### src/rtl/mm4_ram.sv
// mm4_ram: generic simple dual-port RAM, one write and one registered read port.
// No dependencies.
module mm4_ram #(
  parameter int W     = 32,
  parameter int DEPTH = 32,
  localparam int AW   = $clog2(DEPTH)
) (
  input  logic          clk,
  input  logic          wr_en,
  input  logic [AW-1:0] wr_addr,
  input  logic [W-1:0]  wr_data,
  input  logic [AW-1:0] rd_addr,
  output logic [W-1:0]  rd_data_r
);

  logic [W-1:0] mem_r [DEPTH];

  // write port
  always_ff @(posedge clk) begin
    if (wr_en) begin
      mem_r[wr_addr] <= wr_data;
    end
  end

  // registered read port
  always_ff @(posedge clk) begin
    rd_data_r <= mem_r[rd_addr];
  end

endmodule

### config.mk
export PLATFORM = sky130hd
export DESIGN_NAME = mm4_ram
export DESIGN_NICKNAME = d
export VERILOG_FILES = /design/src/rtl/mm4_ram.sv
export SDC_FILE = /design/constraint.sdc
export NUM_CORES = 1
export LEC_CHECK = 0
export BUFFER_PORTS_ARGS = -buffer_cell sky130_fd_sc_hd__buf_2
export CAP_MARGIN = 15
export CORE_ASPECT_RATIO = 0.75
export CORE_MARGIN = 8
export CORE_UTILIZATION = 41
export DETAILED_ROUTE_END_ITERATION = 7
export PLACE_DENSITY = 0.65
export SLEW_MARGIN = 0
export SYNTH_ARGS = -nofsm -noshare
export SYNTH_HDL_FRONTEND = slang
export SYNTH_SLANG_ARGS = --single-unit
### constraint.sdc
create_clock -name clk -period 3.45 [get_ports clk]
set_input_delay 0.1725 -clock clk [delete_from_list [all_inputs] [get_ports clk]]
set_output_delay 0.1725 -clock clk [all_outputs]
set_load 0.1 [all_outputs]
# Yosys cells after proc, flatten, opt, wreduce, memory -nomap -nowiden
# Memory sizes are Yosys's and may differ from the RTL's. A register that Yosys moved wholly into a read port is not among the register bits.
# Index checks and enable logic that the tools add are counted.
# W data, S select, Z words.
dict set report word_totals {
  ff_bits 0
  mem_bits_rw 1024
  input_bits 44
  out_inout_bits 32
  elab_cells 3
  n_memories 1
}
dict set report classes {
  n_mux 2
}
# memory depth width read_ports rd_ports_with_merged_regs write_ports line
set mem_list {}
lappend mem_list {mem_r 32 32 1 1 1 16} ;# logic [W-1:0] mem_r [DEPTH];
# operator count
set ops {}
lappend ops {{$mux W1} 2}

# Depth between registers and ports, before layout
dict set report depth {
  depth_word 2
  ltp_mapped 8
  ltp_nobuf 5
}

# Worst setup path after synthesis
# Ideal clock, no wire load.
dict set report synth_timing {
  path_kind {input-to-reg}
  from {input wr_addr[1]}
  to {memory mem_r[12][0] (enable)}
  setup_time_ns 0.421
  arrival_ns 2.185
  required_time_ns 3.029
  setup_slack_ns 0.843
  stages 3
  n_path_buf 1
  path_cell_list {or3b_2 -> clkbuf_1 -> nor2_1}
}
# element line
set synth_rtl {}
lappend synth_rtl {{start, declared} 10} ;# input logic [AW-1:0] wr_addr,
lappend synth_rtl {{end, declared} 16}
# No word-level cell before the write port.

# Final worst setup path
dict set report layout_timing {
  from {register rd_data_r[29] (read register of mem_r)}
  to {output rd_data_r[29]}
}
# element line
set layout_rtl {}
lappend layout_rtl {{start, declared} 13} ;# output logic [W-1:0] rd_data_r
# No word-level cell between the ends.

==> metrics.md <==
| Metric | Value |
|---|---|
| Number of synthesis warnings | `0` |
| Mean Syn Cell Area | `17.9 µm²` |
| Area leader, netlist | `edfxtp_1` |
| I/O Pins | `76` |
| Netlist cell types | `25` |
| Post-DP HPWL | `57700 µm` |
| WP buf/inv | `1` |
| Port bufs | `75` |
| CTS Hold Bufs | `4` |
| Die Span Y | `288 µm` |
| Final Hold Viols | `0` |
| Cell family with most CP delay | `buffers and inverters` |
| Met3 Usage GRT | `0.0298` |
| MaxCap Viol Count | `0` |
| Starting DRT DRC Count | `2153` |
| PD cells | `575 mW/mm²` |
| Total negative slack | `0 ps` |
| CP Class | `register to primary output` |
| Cells on Worst Hold Path | `1` |
| Layout area overhead | `13.8%` |
| Worst-skew pair later-pin latency | `680 ps` |
| Gr ovfl total | `0` |
| Clock sinks | `1056` |
| Final WS setup | `1650 ps` |
| Final Util | `0.472` |
| GPL Wtd Cong | `0.788` |
| TritonCTS buffer count | `96` |
| CP peak stage delay | `490 ps` |
| WL/cell | `26.1 µm` |
| Vias | `21100` |
| R2R setup slack | `1860 ps` |
| Ordered list of cells on the worst path | `buf_2` |
| Mapped cell area | `0.0405 mm²` |
| Vias in the first global route | `20900` |
| Number of synthesized flops with an enable pin | `1024` |
| Clock-pin slew on the worst setup and hold paths | `60 ps` |
| FP Rows | `99` |
| Cell Area, Placed | `0.0430 mm²` |
| Die width | `379 µm` |
| Worst-path fanout max | `1` |
| Tcrit/Tclk final | `0.522` |
| Worst R2R Path Depth | `5` |
| Synth Flop Type | `edfxtp_1` |
| Root Driver | `clkbuf_16` |
| Status | `completed` |
| Reg2Reg Capture Point | `rd_data_r[2]` |
| Ratio of cells with drive above 1 in the final layout | `0.138` |
| Cts repair resizes | `0` |
| Post-synth ARST share | `0` |
| Hold Crit Class | `input port to register` |
| Hold endpoint | `mem_r[25][29]` |
| Global-route wire length before repair | `144000 µm` |
| Worst slack, placed | `1000 ps` |
| Synthesized flop and latch total | `1056` |
| 1st-pass router iterations | `5` |
| FMAX | `555 MHz` |
| Fin. max-slew vios | `0` |
| Area fraction of the dominant cell type after synthesis | `0.760` |
| Setup Skew | `24.0 ps` |
| Worst path arrival time | `1630 ps` |
| DIE AREA | `0.109 mm²` |
| GR peak layer | `met2` |
| Final nets | `2433` |
| Origin of the critical flop-to-flop path | `mem_r[3][2]` |
| CP Launch Type | `register` |
| Register area share after synthesis | `0.775` |
| Static Leak | `0.0159 µW` |
| Largest net degree at the start of global routing | `59` |
| IR drop worst, VDD | `0.416 mV` |
| CTS tree | `yes` |
| Syn Inst Count | `2260` |
| RSZ-0062 raised after global routing | `false` |
| Most common library cells after synthesis | `edfxtp_1 (1024), mux2i_1 (512), nand2_1 (98), nand3_1 (98)` |
| Hold Startpoint | `wr_data[29]` |
| Core region area | `0.0976 mm²` |
| Worst path required time | `3280 ps` |
| Worst slew pin tran | `1170 ps` |
| Vias per cell | `5.57` |
| Fin area | `0.0461 mm²` |
| Slew Limit Headroom | `0.221` |
| Fin Hold WS | `45.6 ps` |
| Met2 usage in global routing | `0.284` |
| Clock Path Buffers | `3` |
| Leading cell type by number of instances after synthesis | `edfxtp_1` |
| DRC Markers | `0` |
| Crit. End Element | `primary output` |
| Final setup viols | `0` |
| Crit path launch | `rd_data_r[29]` |
| CTS H-tree depth | `3` |
| Detail Route Antenna Nets | `0` |
| Area contributors post-synth | `edfxtp_1 (76%), mux2i_1 (13%), a22oi_1 (1.8%)` |
| Overall routed net length | `98800 µm` |
| Met1 usage | `0.257` |
| Starting Density | `0.415` |
| Syn Nets | `2304` |
| Total track usage | `0.178` |
| Setup bufs post-CTS | `0` |
| Worst path slowest cell | `buf_2` |
| Min Tclk post-route | `1800 ps` |
| Initial antenna violation count | `1` |
| # fillers | `8184` |
## state kept, by name (all words and copies together) (netlist names)
signal     count
mem_r       1024
rd_data_r     32
## cell families (layout without fill, tap and decap cells)
kind of cell,count (synthesis),after routing,share of synthesized area
compound gates,288,288,0.0485
flops,1056,1056,0.775
buf+inv,127,338,0.0186
mux,512,512,0.127
other cells,0,2,0
simple gates,277,277,0.0310
## per-layer routing
metal / vias up / share of wire
met5: - / 0
met4: 0 / 0.020
met3: 135 / 0.069
met2: 818 / 0.47
met1: 10900 / 0.44
li1: 9236 / -
## through the flow
step | std cells | power (µW)
2_1_floorplan | 2260 | 15700
3_3_place_gp | 3600 | 16300
3_5_place_dp | 3600 | 16400
4_1_cts | 3784 | 26700
5_1_grt | 3784 | 27200
6_report | 3786 | 26500
## power by group
| part | internal, µW | leakage (µW) | switching, µW |
|---|---|---|---|
| clock network | 5750 | 0.00149 | 4660 |
| registers | 14300 | 0.00949 | 73.7 |
| logic | 448 | 0.00491 | 1290 |
## worst max-delay path by stage
stage	to	slack, ps	depth (start not counted)
floorplan	mem_r[12][0]	840	3
global placement	rd_data_r[16]	990	7
detailed placement	rd_data_r[16]	1000	7
CTS	rd_data_r[29]	1570	1
global route	rd_data_r[16]	1480	7
finish	rd_data_r[29]	1650	1
## placed cells by master, fill, tap and decap left out, types with 33 or more instances in the layout
master and count:
buf_4 52, a21oi_1 96, clkbuf_16 97, nand2_1 97
nor2_4 33, mux2i_1 512, nand3_1 98, a22oi_1 96
a22o_1 64, buf_2 74, edfxtp_1 1024
## final cells by class
type | instances | area [µm²] | share of cell area
well taps | 1313 | 1640 | 0.0357
repair buffers | 158 | 1360 | 0.0294
clock buffers | 127 | 2620 | 0.0569
flip-flops and latches | 1056 | 31400 | 0.681
diodes | 2 | 5.00 | 0.000109
multi-input cells | 1077 | 8610 | 0.187
clock inverters | 53 | 445 | 0.00967
Note: power is estimated with default switching activity, not from simulation.
