`src/rtl/mm4_pkg.sv`:
```
// mm4_pkg: shared types and constants for the 4x4 matrix multiplier.
// Used by every module under rtl/ except mm4_ram; depends on nothing.
package mm4_pkg;

  // Element and index widths (Q16.16 fixed point)
  localparam int VAL_W      = 32;
  localparam int IDX_W      = 4;
  localparam int PROD_W     = 2 * VAL_W;
  localparam int FRAC_BITS  = 16;

  // Queue depths
  localparam int TOKQ_DEPTH = 2;   // one token per loaded bank
  localparam int OUTQ_DEPTH = 4;   // result queue entries

  // Saturation limits
  localparam logic [VAL_W-1:0] VAL_MAX = {1'b0, {(VAL_W-1){1'b1}}};
  localparam logic [VAL_W-1:0] VAL_MIN = {1'b1, {(VAL_W-1){1'b0}}};

  // Input item: one element of A and the same-index element of B
  typedef struct packed {
    logic signed [VAL_W-1:0] a_elem;
    logic signed [VAL_W-1:0] b_elem;
  } in_item_t;

  // Result item: one element of the product matrix
  typedef struct packed {
    logic signed [VAL_W-1:0] out_value;
    logic [IDX_W-1:0]        out_index;
    logic                    out_last;
  } out_item_t;

  // Frame token: a fully loaded bank waiting for the compute side
  typedef struct packed {
    logic vld;
    logic bank;
  } tok_t;

endpackage

```
`src/rtl/mm4_front.sv`:
```
// mm4_front: load side; writes input pairs into the current bank of the stores
// and queues a token when a frame is complete. Depends on mm4_pkg.
module mm4_front #(
  parameter int DIM   = 4,
  localparam int NELEM = DIM * DIM,
  localparam int AW    = $clog2(2 * NELEM)
) (
  input  logic                     clk,
  input  logic                     rst_n,
  input  logic                     push,
  output logic                     full,
  input  mm4_pkg::in_item_t        in_item,
  input  logic                     tokq_full,
  output mm4_pkg::tok_t            tok_wr,
  output logic                     wr_en,
  output logic [AW-1:0]            wr_addr,
  output logic [mm4_pkg::VAL_W-1:0] a_wr_data,
  output logic [mm4_pkg::VAL_W-1:0] b_wr_data
);

  localparam int CW = $clog2(NELEM);

  logic          accept;
  logic          frame_done;
  logic [CW-1:0] load_cnt_r, load_cnt_nxt;
  logic          bank_r, bank_nxt;

  // both banks busy while two frames wait for the compute side
  assign full       = tokq_full;
  assign accept     = push && !full;
  assign frame_done = accept && (load_cnt_r == CW'(NELEM - 1));

  // store write port
  assign wr_en     = accept;
  assign wr_addr   = AW'(bank_r) * AW'(NELEM) + AW'(load_cnt_r);
  assign a_wr_data = in_item.a_elem;
  assign b_wr_data = in_item.b_elem;

  // token for the bank just completed
  assign tok_wr.vld  = frame_done;
  assign tok_wr.bank = bank_r;

  // load counter and bank select
  always_comb begin
    load_cnt_nxt = load_cnt_r;
    bank_nxt     = bank_r;
    if (frame_done) begin
      load_cnt_nxt = '0;
      bank_nxt     = ~bank_r;
    end else if (accept) begin
      load_cnt_nxt = load_cnt_r + CW'(1);
    end
  end

  always_ff @(posedge clk) begin
    if (!rst_n) begin
      load_cnt_r <= '0;
      bank_r     <= 1'b0;
    end else begin
      load_cnt_r <= load_cnt_nxt;
      bank_r     <= bank_nxt;
    end
  end

  // load count wraps at the frame size, also for non-power-of-two sizes
  assert property (@(posedge clk) disable iff (!rst_n)
    load_cnt_r <= CW'(NELEM - 1))
    else $error("load count past frame size");

endmodule

```
`config.mk`:
```
export PLATFORM = sky130hd
export DESIGN_NAME = mm4_front
export DESIGN_NICKNAME = d
export VERILOG_FILES = /design/src/rtl/mm4_pkg.sv /design/src/rtl/mm4_front.sv
export SDC_FILE = /design/constraint.sdc
export NUM_CORES = 1
export LEC_CHECK = 0
export ABC_CLOCK_PERIOD_IN_PS = 1400
export BUFFER_PORTS_ARGS = -buffer_cell sky130_fd_sc_hd__buf_2
export CORE_AREA = 2 2 58 60
export DETAILED_ROUTE_END_ITERATION = 8
export DIE_AREA = 0 0 60 62
export PLACE_DENSITY = 0.77
export SLEW_MARGIN = 30
export SYNTH_ARGS = -nofsm -noshare
export SYNTH_HDL_FRONTEND = slang
export SYNTH_SLANG_ARGS = --single-unit
```
`constraint.sdc`:
```
create_clock -name clk -period 1.4 [get_ports clk]
set_input_delay 0.14 -clock clk [delete_from_list [all_inputs] [get_ports clk]]
set_output_delay 0.14 -clock clk [all_outputs]
set_load 0.03 [all_outputs]
```
### Word level (Yosys, flattened, before mapping)

Cells that the tools add are included.

* register bits after elaboration: 5
* latch bits: 0
* bits in writable memories: 0
* bits in read-only memories: 0
* bits of input ports: 68
* output and inout bits: 73
* logic and storage cells: 11
* memories: 0

* add/subtract/negate cells: 2
* $mul: 0
* divide/modulo/power cells: 0
* $lt $le $gt $ge: 0
* eq/ne operators: 1
* shift-type cells: 0
* mux-type cells: 0
* bitwise logic cells: 2
* reduce and logical (&&, ||, !) cells: 4

Operator list (count)
* $add A5 B4 Y5: 1
* $add A4 B1 Y4 const B: 1
* $eq A4 B4 Y1 const B: 1
* $logic_and A1 B1 Y1: 2
* $not A1 Y1: 2
* $reduce_or A2 Y1: 1
* $logic_not A1 Y1: 1

### Longest topological paths before layout

Gate-level depths: netlist of run 1.

* depth after elaboration: 4
* mapped depth: 4
* mapped depth without buffers: 4

### Worst setup path before layout of run 1

No wires, ideal clock.

* path type: register -> register
* start point: reg load_cnt_r[0]
* end point: reg bank_r
* setup time: 70 ps
* arrival time: 1334 ps
* data required time: 1330 ps
* slack: -4 ps
* cell stages (with the launch flop): 5
* buffers on the path: 0
* period minus slack after synthesis: 1404 ps
* cell sequence: dfxtp_1 -> ha_1 -> nand3b_4 -> or3_1 -> a21boi_1

* word-level cells in the longest chain between the ends: 2

RTL lines
* start: declaration: line mm4_front.sv:25 `logic [CW-1:0] load_cnt_r, load_cnt_nxt;`
* start signal: assignment: line mm4_front.sv:60 `load_cnt_r <= load_cnt_nxt;`
* $eq A4 B4 Y1: line mm4_front.sv:31 `assign frame_done = accept && (load_cnt_r == CW'(NELEM - 1));`
* $logic_and A1 B1 Y1: line mm4_front.sv:31
* end signal: assignment: line mm4_front.sv:61 `bank_r <= bank_nxt;`
* end: declaration: line mm4_front.sv:26 `logic bank_r, bank_nxt;`

Every way passes these cells.
A chain may end at the register's enable or synchronous reset.

==> results of run 1 <==
where the power goes:
group	total (mW)	internal, mW	switching, mW
logic	0.0440	0.0162	0.0277
clock network	0.169	0.108	0.0612
registers	0.152	0.148	0.00400
layout make-up:
| cell class | count | share of cell area, % |
|---|---|---|
| Tap cell | 46 | 14.1 |
| Timing Repair Buffer | 12 | 16.3 |
| Sequential cell | 5 | 25.2 |
| Clock buffer | 4 | 6.44 |
| Multi-Input combinational cell | 20 | 38.0 |
critical path, cell delays in order (launching register included):
cell	delay, ps
dfxtp_2	350
ha_2	190
nand3b_4	110
nor2_4	130
buf_6	140
through the flow:
| stage | worst slack, ps | total power [mW] |
|---|---|---|
| 2_1_floorplan | 10.4 | 0.529 |
| 3_3_place_gp | 238 | 0.198 |
| 3_5_place_dp | 167 | 0.198 |
| 4_1_cts | 1.75 | 0.375 |
| 5_1_grt | 6.51 | 0.392 |
| 6_report | 92.9 | 0.365 |
metal layers:
metal / GRT usage (%) / wire length [um] / share of wire (%) / up-vias
met5: 0 / 0 / 0 / -
met4: 13.3 / 192 / 17 / 0
met3: 6.00 / 190 / 17 / 32
met2: 4.35 / 402 / 36 / 33
met1: 4.58 / 317 / 29 / 144
li1: - / - / - / 121
worst max path at each step:
stage | to | cells after the start
after floorplan | bank_r | 4
after global placement | bank_r | 4
after detailed placement | bank_r | 4
after CTS | tok_wr[1] | 4
after global routing | tok_wr[1] | 4
final | tok_wr[1] | 4
sequential cells by signal, summed over array words and instances (netlist names):
name	count
load_cnt_r	4
bank_r	1
Yosys cell counts, drive strengths merged:
cell	instances	area, sq um
buf	69	522
dfxtp	5	100
nor2	4	15.0
o21ai	3	15.0
and3	2	12.5
xnor2	2	17.5
a21boi	1	7.51
and2	1	6.26
ha	1	12.5
mux2i	1	10.0
nand2	1	3.75
nand3b	1	20.0
nor2b	1	6.26
nor4	1	12.5
or3	1	6.26
cell families (layout without fill, tap and decap cells):
logic type,count (synthesis),after routing,synth area share (%)
buf+inv,69,16,68.0
simple gates,12,12,10.8
flops,5,5,13.1
compound gates,4,4,2.94
xor+xnor,2,2,2.28
fa+ha+maj,1,1,1.63
mux,1,1,1.31
what timing repair did:
item / in CTS / in global routing
endpoints found under the setup margin: 1 / 1
cloned: 0 / 0
pin swaps: 0 / 1
gates resized for setup: 4 / 2
==> results_dict.tcl, run 1 <==
set metrics [dict create \
    clk_pin_slew_ps 40 \
    drtIter0Drc 0 \
    postRouteAntennaNets 0 \
    final_cell_count_no_fill 87 \
    fin_crit_ps 1310 \
    regArea_sq_um 103 \
    r2r-start "load_cnt_r[0]" \
    finalSetupViolations 0 \
    fin_setup_tns_ps 0 \
    n_antenna_cell 0 \
    cts_tree "built" \
    area_growth_pct -46.8 \
    hold_depth 2 \
    fin_util_pct 12.8 \
    postCtsHoldBufs 0 \
    cts.htree.levels 1 \
    routedWlPerCell_um 12.7 \
    grt_pass1_wl_um 1430 \
    reg2reg_depth 4 \
    initial_utilization_pct 24.1 \
    insertion_delay_ps 240 \
    num_io_pins 141 \
    place_congestion 0.542 \
    via_per_inst 3.79 \
    mostFrequentLayoutCells "buf_2, o21ai_0, nor2_1, dfxtp_1, clkbuf_4" \
    core_sq_mm 0.00318 \
    first_global_vias 273 \
    drt_pass1_iterations 1 \
    cp.arrival_ps 1170 \
    avgSynthCellArea_sq_um 8.16 \
    endpoint_kind "primary output" \
    critPathMaxFanout 5 \
    post_cts_buffers 0 \
    power_leakage_nw 0.179 \
    placed_cell_area_sq_um 364 \
    drv_slew 0 \
    overflow 0 \
    crit_required_ps 1260 \
    rsz0062_at_grt "no" \
    power_density_mw_per_mm2 894 \
    nNetsFinal 111 \
    drc 0 \
    grtUsageTotal_pct 5.86 \
    finalCritPeriodShare_pct 93.4 \
    fp.dieArea_sq_mm 0.00372 \
    crit_type "reg -> out" \
    wl_um 1100 \
    synthCells 94 \
    grt_max_degree 6 \
    hold_start "rst_n" \
    dr_total_vias 330 \
    cts_root_buf "clkbuf_4" \
    ys_seq_elements 5 \
    whs_ps 143 \
    ys_seq_area_share_pct 13.1 \
    numPortBuffers 12 \
    num-fill-cells 363 \
    fin_area_sq_um 408 \
    numCtsBuffers 3 \
    die_h_um 62 \
    status "completed" \
    hold_path.class "in -> reg" \
    finClkSkew_ps 2.52 \
    slew_headroom_pct 72.7 \
    start_kind "register" \
    placed_cells 83 \
    drive_gt1_share_pct 51.2 \
    multi_input_area_sq_um 155 \
    r2r_slack_ps 190 \
    layout.cells.most_common "buf_2" \
    peakVddDrop_mv 0.286 \
    ys_types 16 \
    yosysWarningCount 0 \
    syn_area_sq_um 767 \
    fmax_mhz 765 \
    crit_start "load_cnt_r[0]" \
    cts_sinks 5 \
    die_w_um 60 \
    tightest_slew_ps 408 \
    antenna_found_initial 0 \
    rows 21 \
    cap_viol_max_count 0 \
    regToRegEndpoint "bank_r" \
    hold-path-endpoint "load_cnt_r[2]" \
    synthesis.nets 163 \
    hold_viol_final 0 \
    cts_max_path_buffers 2 \
]
No activity file was read; power rests on OpenSTA's default activity.
==> run 2: changes to the inputs <==
--- a/config.mk
+++ b/config.mk
@@ -5,7 +5,7 @@
 export SDC_FILE = /design/constraint.sdc
 export NUM_CORES = 1
 export LEC_CHECK = 0
-export ABC_CLOCK_PERIOD_IN_PS = 1400
+export ABC_CLOCK_PERIOD_IN_PS = 1290
 export BUFFER_PORTS_ARGS = -buffer_cell sky130_fd_sc_hd__buf_2
 export CORE_AREA = 2 2 58 60
 export DETAILED_ROUTE_END_ITERATION = 8
==> constraint.sdc (replaced) <==
create_clock -name clk -period 1.29 [get_ports clk]
set_input_delay 0.129 -clock clk [delete_from_list [all_inputs] [get_ports clk]]
set_output_delay 0.129 -clock clk [all_outputs]
set_load 0.03 [all_outputs]
==> run 2 against run 1 <==
- sequential share of layout area is 1.4 points lower
- first-iteration DRC count is 9 higher
- clock power is 10% higher
- combinational power is 21% higher
- sequential power is 7% higher
- design area is 8.6% higher
- clock skew is 4.2 ps higher
- register-to-register slack worse by 40 ps
- hold slack worse by 24 ps
- worst setup slack worse by 37 ps
- global-route usage hardly changed
- clock-buffer cell count stayed put
==> results_dict.tcl, run 2 (synthesized netlist as in run 1, its figures left out) <==
set metrics [dict create \
    status "completed" \
    hpwl_um 805 \
    numPortBuffers 12 \
    grt_max_degree 6 \
    rsz0062_at_grt "no" \
    cts_tree "built" \
    cp_top_family "flip-flops" \
    combPwrFrac_pct 13.3 \
    largest_reg_flops 4 \
    cpPeakStageDelay_ps 350 \
    wl_um 1130 \
    cts_root_buf "clkbuf_4" \
    cts.htree.levels 1 \
    p_int_mw 0.298 \
    critical_path.endpoint "tok_wr[1]" \
    num_io_pins 141 \
    first_global_vias 284 \
    nNetsFinal 114 \
    core_sq_mm 0.00318 \
    cp.arrival_ps 1100 \
    area_growth_pct -42.3 \
    insertion_delay_ps 250 \
    dr_total_vias 321 \
    fin_setup_tns_ps 0 \
    worst-path-buf-inv 1 \
    path_cells "ha_4, nand3b_4, nor2_4, buf_6" \
    drt_pass1_iterations 2 \
    cts_sinks 5 \
    crit_type "reg -> out" \
    switching_power_mw 0.105 \
    largest_register "load_cnt_r" \
    die_w_um 60 \
    cts_max_path_buffers 2 \
    grt_pass1_wl_um 1410 \
    pre_cts_ws_ps 86.9 \
    drc 0 \
    r2r_slack_ps 150 \
    hold_path.class "in -> reg" \
    fmax_mhz 811 \
    clockPowerShare_pct 46.2 \
    largestRegisters "load_cnt_r (4), bank_r (1)" \
    finalCritPeriodShare_pct 95.6 \
    postCtsHoldBufs 0 \
    start_kind "register" \
    rows 21 \
    postRouteAntennaNets 0 \
    reg2reg_depth 4 \
    cap_viol_max_count 0 \
    cp.depth 4 \
    via_per_inst 3.57 \
    r2r-start "load_cnt_r[0]" \
    switching_share_pct 26.1 \
    finClkSkew_ps 6.75 \
    drv_slew 0 \
    crit_required_ps 1160 \
    hold_start "rst_n" \
    power_density_mw_per_mm2 909 \
    routedWlPerCell_um 12.6 \
    regToRegEndpoint "bank_r" \
    cpMaxStageDelayCell "dfxtp_2" \
    peakVddDrop_mv 0.172 \
    n_antenna_cell 0 \
    place_congestion 0.655 \
    drtIter0Drc 9 \
    fp.dieArea_sq_mm 0.00372 \
    crit_start "load_cnt_r[0]" \
    overflow 0 \
    endpoint_kind "primary output" \
    seqPwrFrac_pct 40.5 \
    antenna_found_initial 0 \
    slew_headroom_pct 75.8 \
    die_h_um 62 \
    hold_viol_final 0 \
    power_leakage_nw 0.195 \
    drive_gt1_share_pct 54.5 \
    numCtsBuffers 3 \
    fin_crit_ps 1230 \
    initial_utilization_pct 24.1 \
    clk_pin_slew_ps 50 \
    layout.cells.most_common "buf_2" \
    tightest_slew_ps 363 \
    critPathMaxFanout 5 \
    finalSetupViolations 0 \
    grtUsageTotal_pct 5.91 \
    worst_slack_ps 56.3 \
]
run 2: cell types whose count changed in the layout (fill, tap and decap cells not counted), sizes merged:
cell  delta
buf      +3
run 2: how the worst min path moves through the flow:
| stage | endpoint | slack [ps] | cells after the start |
|---|---|---|---|
| CTS | load_cnt_r[2] | 110 | 2 |
| global route | load_cnt_r[2] | 120 | 2 |
| detailed placement | a_wr_data[0] | 260 | 0 |
| global placement | a_wr_data[0] | 260 | 0 |
| floorplan | load_cnt_r[2] | 250 | 1 |
| finish | load_cnt_r[2] | 120 | 2 |
run 2: what timing repair did:
item                                    4_1_cts  5_1_grt
setup buffers                                 1        2
endpoints found under the setup margin        1        1
resized for setup                             5        2
pin swaps                                     1        1
hold endpoints to repair                      0        0
gates cloned                                  0        0
run 2: final cells by class:
type,count,area (sq um)
fillers,369,2740
multi-input cells,20,165
flip-flops and latches,5,105
repair buffers,15,88.8
well taps,46,57.6
clock buffers,4,26.3
run 2: metrics by stage:
step | area, sq um | instances | total power, mW | hold WS (ps) | util [%]
finish | 443 | 90 | 0.403 | 119 | 13.9
global route | 443 | 90 | 0.429 | 117 | 13.9
CTS | 415 | 88 | 0.411 | 115 | 13.1
detailed placement | 365 | 83 | 0.215 | 258 | 11.5
global placement | 365 | 83 | 0.214 | 258 | 11.5
floorplan | 769 | 94 | 0.574 | 251 | -
run 2: worst register-to-register path: cells and delay by family, from the launching register on:
family,cells,cell delay (ps)
AO/OA/AOI/OAI,1,140
adder cells (fa/ha/maj),1,140
flip-flops,1,350
AND/OR/NAND/NOR,2,450
run 2: metal layers:
| metal | GRT usage, % | part of all wire, % |
|---|---|---|
| met5 | 0 | 0 |
| met4 | 15.9 | 18 |
| met3 | 4.55 | 15 |
| met2 | 6.06 | 43 |
| met1 | 3.22 | 24 |
run 2: power by group through the flow:
stage | Combinational, mW | Sequential [mW] | Clock [mW]
5_1_grt | 0.0600 | 0.164 | 0.205
3_5_place_dp | 0.0473 | 0.168 | 0
3_3_place_gp | 0.0480 | 0.166 | 0
2_1_floorplan | 0.399 | 0.175 | 0
4_1_cts | 0.0538 | 0.163 | 0.195
6_report | 0.0534 | 0.163 | 0.186
