### src/rtl/mm4_pkg.sv
// mm4_pkg: shared types and constants for the 4x4 matrix multiplier.
// Used by every module under rtl/ except mm4_ram; depends on nothing.
package mm4_pkg;

  // Element and index widths (Q16.16 fixed point)
  localparam int VAL_W      = 32;
  localparam int IDX_W      = 4;
  localparam int PROD_W     = 2 * VAL_W;
  localparam int FRAC_BITS  = 16;

  // Queue depths
  localparam int TOKQ_DEPTH = 2;   // one token per loaded bank
  localparam int OUTQ_DEPTH = 4;   // result queue entries

  // Saturation limits
  localparam logic [VAL_W-1:0] VAL_MAX = {1'b0, {(VAL_W-1){1'b1}}};
  localparam logic [VAL_W-1:0] VAL_MIN = {1'b1, {(VAL_W-1){1'b0}}};

  // Input item: one element of A and the same-index element of B
  typedef struct packed {
    logic signed [VAL_W-1:0] a_elem;
    logic signed [VAL_W-1:0] b_elem;
  } in_item_t;

  // Result item: one element of the product matrix
  typedef struct packed {
    logic signed [VAL_W-1:0] out_value;
    logic [IDX_W-1:0]        out_index;
    logic                    out_last;
  } out_item_t;

  // Frame token: a fully loaded bank waiting for the compute side
  typedef struct packed {
    logic vld;
    logic bank;
  } tok_t;

endpackage

### src/rtl/mm4_back.sv
// mm4_back: compute side; one shared multiply-accumulate pipeline walks the
// product matrix and fills the result queue. Depends on mm4_pkg.
module mm4_back #(
  parameter int DIM   = 4,
  localparam int NELEM = DIM * DIM,
  localparam int AW    = $clog2(2 * NELEM)
) (
  input  logic                      clk,
  input  logic                      rst_n,
  input  mm4_pkg::tok_t             tok,
  output logic                      tok_pop,
  output logic [AW-1:0]             a_rd_addr,
  output logic [AW-1:0]             b_rd_addr,
  input  logic [mm4_pkg::VAL_W-1:0] a_rd_data,
  input  logic [mm4_pkg::VAL_W-1:0] b_rd_data,
  output logic                      empty,
  input  logic                      pop,
  output mm4_pkg::out_item_t        out_item
);

  localparam int KW    = $clog2(DIM);
  localparam int CW    = $clog2(NELEM);
  localparam int ACC_W = mm4_pkg::PROD_W + $clog2(DIM);
  localparam int CRW   = $clog2(mm4_pkg::OUTQ_DEPTH + 1);
  localparam int QPW   = $clog2(mm4_pkg::OUTQ_DEPTH);

  // issue stage counters
  logic [KW-1:0] k_r, k_nxt;
  logic [KW-1:0] row_r, row_nxt;
  logic [KW-1:0] col_r, col_nxt;
  logic [CW-1:0] elem_r, elem_nxt;
  logic          k_max, row_max, col_max;
  logic          issue;
  logic          out_xfer;

  // pipeline stages
  logic          s1_vld_r, s1_first_r, s1_last_r;
  logic [CW-1:0] s1_idx_r;
  logic          s2_vld_r, s2_first_r, s2_last_r;
  logic [CW-1:0] s2_idx_r;
  logic signed [mm4_pkg::PROD_W-1:0] prod_nxt, prod_r;
  logic signed [ACC_W-1:0]           acc_nxt, acc_r, shifted;
  logic          s3_vld_r;
  logic [CW-1:0] s3_idx_r;

  // saturation
  logic [ACC_W-mm4_pkg::VAL_W:0] hi_bits;
  logic                          in_range;
  logic [mm4_pkg::VAL_W-1:0]     sat_val;

  // result queue and credit
  mm4_pkg::out_item_t oq_r [mm4_pkg::OUTQ_DEPTH];
  logic [QPW-1:0] oq_wr_r, oq_rd_r;
  logic [CRW-1:0] oq_cnt_r, oq_cnt_nxt;
  logic [CRW-1:0] credit_r, credit_nxt;
  logic           elem_start;

  assign k_max   = (k_r == KW'(DIM - 1));
  assign row_max = (row_r == KW'(DIM - 1));
  assign col_max = (col_r == KW'(DIM - 1));

  // an element starts only when the result queue has room reserved for it
  assign elem_start = tok.vld && (k_r == '0) && (credit_r < CRW'(mm4_pkg::OUTQ_DEPTH));
  assign issue      = elem_start || (tok.vld && (k_r != '0));
  assign tok_pop    = issue && k_max && row_max && col_max;
  assign out_xfer   = pop && !empty;

  // store read addresses: A(row, k) and B(k, col) of the queued bank
  assign a_rd_addr = AW'(tok.bank) * AW'(NELEM) + AW'(k_r) * AW'(DIM) + AW'(row_r);
  assign b_rd_addr = AW'(tok.bank) * AW'(NELEM) + AW'(col_r) * AW'(DIM) + AW'(k_r);

  // walk k inside row inside column
  always_comb begin
    k_nxt    = k_r;
    row_nxt  = row_r;
    col_nxt  = col_r;
    elem_nxt = elem_r;
    if (issue) begin
      if (!k_max) begin
        k_nxt = k_r + KW'(1);
      end else begin
        k_nxt = '0;
        if (tok_pop) begin
          elem_nxt = '0;
        end else begin
          elem_nxt = elem_r + CW'(1);
        end
        if (!row_max) begin
          row_nxt = row_r + KW'(1);
        end else begin
          row_nxt = '0;
          col_nxt = col_max ? '0 : col_r + KW'(1);
        end
      end
    end
  end

  // multiply and accumulate
  assign prod_nxt = $signed(a_rd_data) * $signed(b_rd_data);
  assign acc_nxt  = (s2_first_r ? ACC_W'(0) : acc_r) +
                    {{(ACC_W - mm4_pkg::PROD_W){prod_r[mm4_pkg::PROD_W-1]}}, prod_r};

  // floor shift and saturate to 32 bits
  assign shifted  = acc_r >>> mm4_pkg::FRAC_BITS;
  assign hi_bits  = shifted[ACC_W-1:mm4_pkg::VAL_W-1];
  assign in_range = (&hi_bits) || !(|hi_bits);
  assign sat_val  = in_range ? shifted[mm4_pkg::VAL_W-1:0] :
                    (shifted[ACC_W-1] ? mm4_pkg::VAL_MIN : mm4_pkg::VAL_MAX);

  // queue occupancy and reserved slots
  assign oq_cnt_nxt = oq_cnt_r + CRW'(s3_vld_r) - CRW'(out_xfer);
  assign credit_nxt = credit_r + CRW'(elem_start) - CRW'(out_xfer);
  assign empty      = (oq_cnt_r == '0);
  assign out_item   = oq_r[oq_rd_r];

  // control state
  always_ff @(posedge clk) begin
    if (!rst_n) begin
      k_r      <= '0;
      row_r    <= '0;
      col_r    <= '0;
      elem_r   <= '0;
      s1_vld_r <= 1'b0;
      s2_vld_r <= 1'b0;
      s3_vld_r <= 1'b0;
      oq_wr_r  <= '0;
      oq_rd_r  <= '0;
      oq_cnt_r <= '0;
      credit_r <= '0;
    end else begin
      k_r      <= k_nxt;
      row_r    <= row_nxt;
      col_r    <= col_nxt;
      elem_r   <= elem_nxt;
      s1_vld_r <= issue;
      s2_vld_r <= s1_vld_r;
      s3_vld_r <= s2_vld_r && s2_last_r;
      oq_cnt_r <= oq_cnt_nxt;
      credit_r <= credit_nxt;
      if (s3_vld_r) begin
        oq_wr_r <= oq_wr_r + QPW'(1);
      end
      if (out_xfer) begin
        oq_rd_r <= oq_rd_r + QPW'(1);
      end
    end
  end

  // datapath registers
  always_ff @(posedge clk) begin
    s1_first_r <= (k_r == '0);
    s1_last_r  <= k_max;
    s1_idx_r   <= elem_r;
    s2_first_r <= s1_first_r;
    s2_last_r  <= s1_last_r;
    s2_idx_r   <= s1_idx_r;
    prod_r     <= prod_nxt;
    if (s2_vld_r) begin
      acc_r <= acc_nxt;
    end
    s3_idx_r <= s2_idx_r;
    if (s3_vld_r) begin
      oq_r[oq_wr_r].out_value <= sat_val;
      oq_r[oq_wr_r].out_index <= mm4_pkg::IDX_W'(s3_idx_r);
      oq_r[oq_wr_r].out_last  <= (s3_idx_r == CW'(NELEM - 1));
    end
  end

  // reserved slots always cover what sits in the queue
  assert property (@(posedge clk) disable iff (!rst_n)
    credit_r >= oq_cnt_r && credit_r <= CRW'(mm4_pkg::OUTQ_DEPTH))
    else $error("result credit out of step with queue");

  // a finished element always finds a free queue slot
  assert property (@(posedge clk) disable iff (!rst_n)
    s3_vld_r |-> (oq_cnt_r < CRW'(mm4_pkg::OUTQ_DEPTH)) || out_xfer)
    else $error("result queue overflow");

endmodule

### config.mk
export PLATFORM = sky130hd
export DESIGN_NAME = mm4_back
export DESIGN_NICKNAME = d
export VERILOG_FILES = /design/src/rtl/mm4_pkg.sv /design/src/rtl/mm4_back.sv
export SDC_FILE = /design/constraint.sdc
export NUM_CORES = 2
export LEC_CHECK = 0
export ABC_CLOCK_PERIOD_IN_PS = 8540
export BUFFER_PORTS_ARGS = -buffer_cell sky130_fd_sc_hd__buf_4
export CAP_MARGIN = 15
export CORE_UTILIZATION = 46
export DETAILED_ROUTE_END_ITERATION = 7
export MAX_ROUTING_LAYER = met4
export PLACE_DENSITY = 0.71
export SETUP_SLACK_MARGIN = 0.05
export SYNTH_ARGS = -nofsm -noshare
export SYNTH_HDL_FRONTEND = slang
export SYNTH_SLANG_ARGS = --single-unit
### constraint.sdc
create_clock -name clk -period 8.54 [get_ports clk]
set_clock_uncertainty 0.15 [all_clocks]
set_input_delay 0.427 -clock clk [delete_from_list [all_inputs] [get_ports clk]]
set_output_delay 0.427 -clock clk [all_outputs]
set_load 0.1 [all_outputs]
# After elaboration in Yosys (flattened, before gate mapping)
# Memory sizes are Yosys's and may differ from the RTL's. A register that Yosys moved wholly into a read port is not among the register bits.
# Cells that the tools add are included.
dict set report word_totals {
  ff_bits 169
  ram_bits 148
  in_bits 69
  output_inout_bits 49
  n_memories 1
}
# memory words word_bits rd rd_ports_with_merged_regs write_ports line_no
set mem_list {}
lappend mem_list {oq_r 4 37 1 1 1 mm4_back.sv:52} ;# mm4_pkg::out_item_t oq_r [mm4_pkg::OUTQ_DEPTH];
dict set report classes {
  add_sub_neg 15
  n_mul 1
  n_lt_le_gt_ge 1
  eq_ne 4
  mux 11
  n_reduce_logical 19
}
# operator count
set ops {}
lappend ops {{adder 66 bit} 1}
lappend ops {{2-to-1 mux 66 bit} 1}
lappend ops {{multiplier 32 x 32 -> 64 bit} 1}
lappend ops {{2-to-1 mux 32 bit} 2}
lappend ops {{AND reduction 19 bit} 1}
lappend ops {{OR reduction 19 bit} 1}
lappend ops {{adder 2 x 1 -> 2 bit, second input constant} 5}
lappend ops {{adder 5 x 2 -> 5 bit} 2}
lappend ops {{adder 5 x 4 -> 5 bit} 2}
lappend ops {{2-to-1 mux 2 bit} 5}
lappend ops {{logical AND 1 bit} 8}
lappend ops {{adder 3 x 1 -> 3 bit} 2}
lappend ops {{== test 2 bit, second input constant} 3}
lappend ops {{subtractor 3 x 1 -> 3 bit} 2}
lappend ops {{adder 4 x 1 -> 4 bit, second input constant} 1}
lappend ops {{== test 4 bit, second input constant} 1}
lappend ops {{2-to-1 mux 4 bit} 1}
lappend ops {{zero test 3 bit} 1}
lappend ops {{< comparator 3 bit, second input constant} 1}
lappend ops {{AND reduction 3 bit} 1}
lappend ops {{zero test 1 bit} 2}
lappend ops {{zero test 2 bit} 1}
lappend ops {{logical OR 1 bit} 2}
lappend ops {{2-to-1 mux 1 bit} 2}
lappend ops {{2 further kinds} 2}

# Longest topological paths before layout
dict set report depth {
  depth_word 8
  mapped_depth 31
  ltp_nobuf 29
}

# Worst setup path after synthesis
# Ideal clock, no wire load.
dict set report synth_path {
  path_type {input-to-reg}
  from {in a_rd_data[31] in the netlist's numbering}
  to {reg prod_r[62] in the netlist's numbering}
  setup_time_ns 0.072
  arrival_ns 7.812
  slack_ns 0.506
  cell_stages 28
  cell_sequence {clkbuf_1 nand2_1 inv_1 fa_1 inv_1 fa_1 inv_1 fa_1 fa_1 inv_1 fa_1 inv_1 fa_1 inv_1 fa_1 inv_1 fa_1 ha_1 a21o_1 a21o_1 a21oi_1 o2111ai_1 a21o_1 a31oi_1 o31ai_1 a21o_1 a311oi_1 xnor2_1}
}
dict set report synth_between {
  elab_chain_cells 1
}
# element line_no
set synth_lines {}
lappend synth_lines {{start: declaration} mm4_back.sv:14} ;# input logic [mm4_pkg::VAL_W-1:0] a_rd_data,
lappend synth_lines {{multiplier 32 x 32 -> 64 bit} mm4_back.sv:99} ;# assign prod_nxt = $signed(a_rd_data) * $signed(b_rd_data);
lappend synth_lines {{via prod_nxt, one bit} mm4_back.sv:41} ;# logic signed [mm4_pkg::PROD_W-1:0] prod_nxt, prod_r;
lappend synth_lines {{end signal: assignment} mm4_back.sv:157} ;# prod_r <= prod_nxt;
lappend synth_lines {{end: declaration} mm4_back.sv:41}
# The timed path passes the listed nets, and every way through them passes these cells.
# A chain may end at the register's enable or synchronous reset.

# Final worst setup path
dict set report layout_path {
  from {in b_rd_data[31] in the netlist's numbering}
  to {reg prod_r[62] in the netlist's numbering}
}
dict set report layout_between {
  elab_chain_cells 1
}
# element line_no
set layout_lines {}
lappend layout_lines {{start: declaration} mm4_back.sv:15} ;# input logic [mm4_pkg::VAL_W-1:0] b_rd_data,
lappend layout_lines {{multiplier 32 x 32 -> 64 bit} mm4_back.sv:99}
lappend layout_lines {{via prod_nxt, one bit} mm4_back.sv:41}
# The timed path passes the listed nets, and every way through them passes these cells.

==> impl_metrics.yaml <==
yosys:
  synthArstFlopShare: 0
  synth_top_area_cell: "fa_1"
  synth_cell_types: 75
  synth_area_um2: 50600
  synth_edf_count: 214
  ys_seq_elements: 319
  seq_area_frac_synth: 0.168
  avgSynthCellArea_um2: 10.1
  synthTopCellsByArea: "fa_1 43%, edfxtp_1 13%, inv_1 7.5%"
  synth_top_area_share: 0.429
  syn_inst: 4995
  ys.flop_type: "edfxtp_1"
  synth_nets: 6411
  yosys_warnings: 0
clock_network:
  clkSlewWorstSetupHoldPaths_ps: 60
  cts_root_buf: "clkbuf_16"
  cts_tree: "built"
  cts_max_level: 1
  postCtsHoldBufs: 0
  worstSkewPairLatency_ps: 590
  cts-resized-gates: 0
  cts_buffer_depth: 3
  cts.sinks: 319
  cts_setup_buffers: 0
  cts_made_buffers: 31
sta:
  max_freq_mhz: 125
  min_period_over_period: 0.939
  tightest_slew_ps: 1040
  relSlewSlack: 0.309
  slew_viol_final: 0
  post-route-min-period_ps: 8020
  setup_viol: 0
  fin_setup_tns_ps: 0
  final_hold_viol_count: 0
  rsz0062_at_grt: "no"
finish:
  final_common_cell: "fa_1"
  final_cell_mix: "1085 x fa_1, 1012 x inv_1, 609 x nand2_1"
  nets: 6361
  area_growth_pct: 6.35
  drive_gt1_frac: 0.0592
detailed_routing:
  drcViolationCount: 0
  ant_nets: 0
  wl_per_cell_um: 19.9
  drt_iter0_markers: 2228
  vias_per_cell: 5.39
  first_pass_iters: 6
  vias: 34400
  wirelength_um: 127000
job:
  cap_violations: 0
placed_design:
  port-buffer-count: 114
  routabilityCongestion: 0.911
  hpwl_um: 100000
floorplanning:
  die_y_um: 334
  start_util: 0.464
  num_rows: 121
  dieArea_um2: 111000
  die_w_um: 334
  coreArea_um2: 109000
  io_pins: 118
global_route:
  gr-total-overflow: 0
  grt_pass1_wl_um: 207000
  track_usage: 0.245
  antenna_found_initial: 3
  grt_pass1_vias: 38400
  grt_max_degree: 67
worst_setup_path:
  crit_required_ps: 8850
  cp-end-kind: "register"
  path_class: "input port to register"
  arrival_ps: 8330
  cpMaxStageDelayCell: "fa_1"
  cp_slowest_stage_delay_ps: 780
  cp_max_fo: 11
  crit_chain: "buf_4 > clkinv_1 > fa_1 > fa_1 > fa_1 > fa_1 > inv_1 > fa_1 > inv_1 > fa_1 > fa_1 > fa_1 > inv_1 > ha_1 > nand4_1 > nor4_1 > o211ai_1 > and3_4 > a31oi_4 > a31oi_1 > o31ai_1 > a21o_1 > a311oi_1 > xnor2_1"
  startpoint_type: "input port"
  cp_common_cell: "fa_1"
hold_path:
  hold_class: "input port to register"
run_status:
  status: "complete, no violations"
[layout make-up]
class | instances | area (µm²)
inverters | 1013 | 3800
clock buffers | 39 | 823
diodes | 2 | 5.00
well taps | 1414 | 1770
repair buffers | 169 | 1290
fillers | 9828 | 55200
multi-input cells | 3411 | 37300
flip-flops and latches | 319 | 8530
clock inverters | 19 | 282
[Yosys cell counts, drive strengths merged (4+ instances only)]
| cell type | number |
|---|---|
| xnor2 | 105 |
| a221o | 5 |
| nand4 | 25 |
| mux4 | 37 |
| o21ai | 61 |
| and4 | 6 |
| a211o | 5 |
| nor3 | 14 |
| a21oi | 133 |
| o21bai | 23 |
| a21boi | 8 |
| and3 | 16 |
| a211oi | 12 |
| o31ai | 10 |
| nand2 | 609 |
| edfxtp | 214 |
| o21a | 23 |
| o211ai | 4 |
| clkbuf | 233 |
| a31o | 4 |
| or3 | 4 |
| nor4 | 10 |
| and2 | 503 |
| nand2b | 21 |
| a31oi | 21 |
| nand3 | 31 |
| nor2b | 84 |
| nor2 | 90 |
| inv | 1012 |
| ha | 262 |
| fa | 1085 |
| buf | 19 |
| xor2 | 37 |
| or2 | 4 |
| a21o | 121 |
| a221oi | 4 |
| dfxtp | 105 |
[stage by stage]
stage	utilization	instance area (µm²)	setup WS, ps	hold slack, ps	cells
floorplan	-	50600	506	160	4995
global placement	0.483	52700	255	160	6325
detailed placement	0.483	52700	90.3	163	6325
CTS	0.494	53800	625	18.6	6383
global route	0.494	53800	333	34.2	6386
finish	0.494	53800	523	41.9	6386
[metal layers]
layer | track usage | share of wire
met5 | - | 0
met3 | 0.0272 | 0.059
met4 | 0.112 | 0.056
met2 | 0.424 | 0.51
met1 | 0.288 | 0.38
[final timing paths]
| check | slack, ps | depth (start not counted) | from | to |
|---|---|---|---|---|
| min reg2reg | 180 | 0 | s2_idx_r[3] | s3_idx_r[3] |
| max reg2reg | 3950 | 14 | s2_first_r | acc_r[60] |
| max | 520 | 24 | b_rd_data[31] | prod_r[62] |
| min | 40 | 2 | rst_n | col_r[1] |
[worst max-delay path: cells and delay by family]
family,cells,cell delay (ps)
fa+ha+maj,9,4690
compound gates,6,1300
buf+inv,5,910
simple gates,3,820
xor+xnor,1,140
[cell families (layout without fill, tap and decap cells)]
kind of cell / after synthesis / after routing / share of synthesized area
buffers and inverters: 1265 / 1240 / 0.0943
other: 0 / 2 / 0
XOR/XNOR: 142 / 142 / 0.0246
multiplexers: 38 / 38 / 0.0167
flip-flops: 319 / 319 / 0.168
AND/OR/NAND/NOR: 1422 / 1422 / 0.141
AO/OA/AOI/OAI: 462 / 462 / 0.0609
adder cells (fa/ha/maj): 1347 / 1347 / 0.494
[state kept, by name (all words and copies together) (netlist names), 2 cells and up, named ones only]
| register | flops |
|---|---|
| credit_r | 3 |
| oq_rd_r | 2 |
| oq_r | 148 |
| elem_r | 4 |
| k_r | 2 |
| row_r | 2 |
| s1_idx_r | 4 |
| s2_idx_r | 4 |
| oq_wr_r | 2 |
| s3_idx_r | 4 |
| prod_r | 64 |
| oq_cnt_r | 3 |
| acc_r | 66 |
| col_r | 2 |
Power is not shown: default switching activity piles up to over one toggle a cycle in this logic, so the estimate is an artifact.
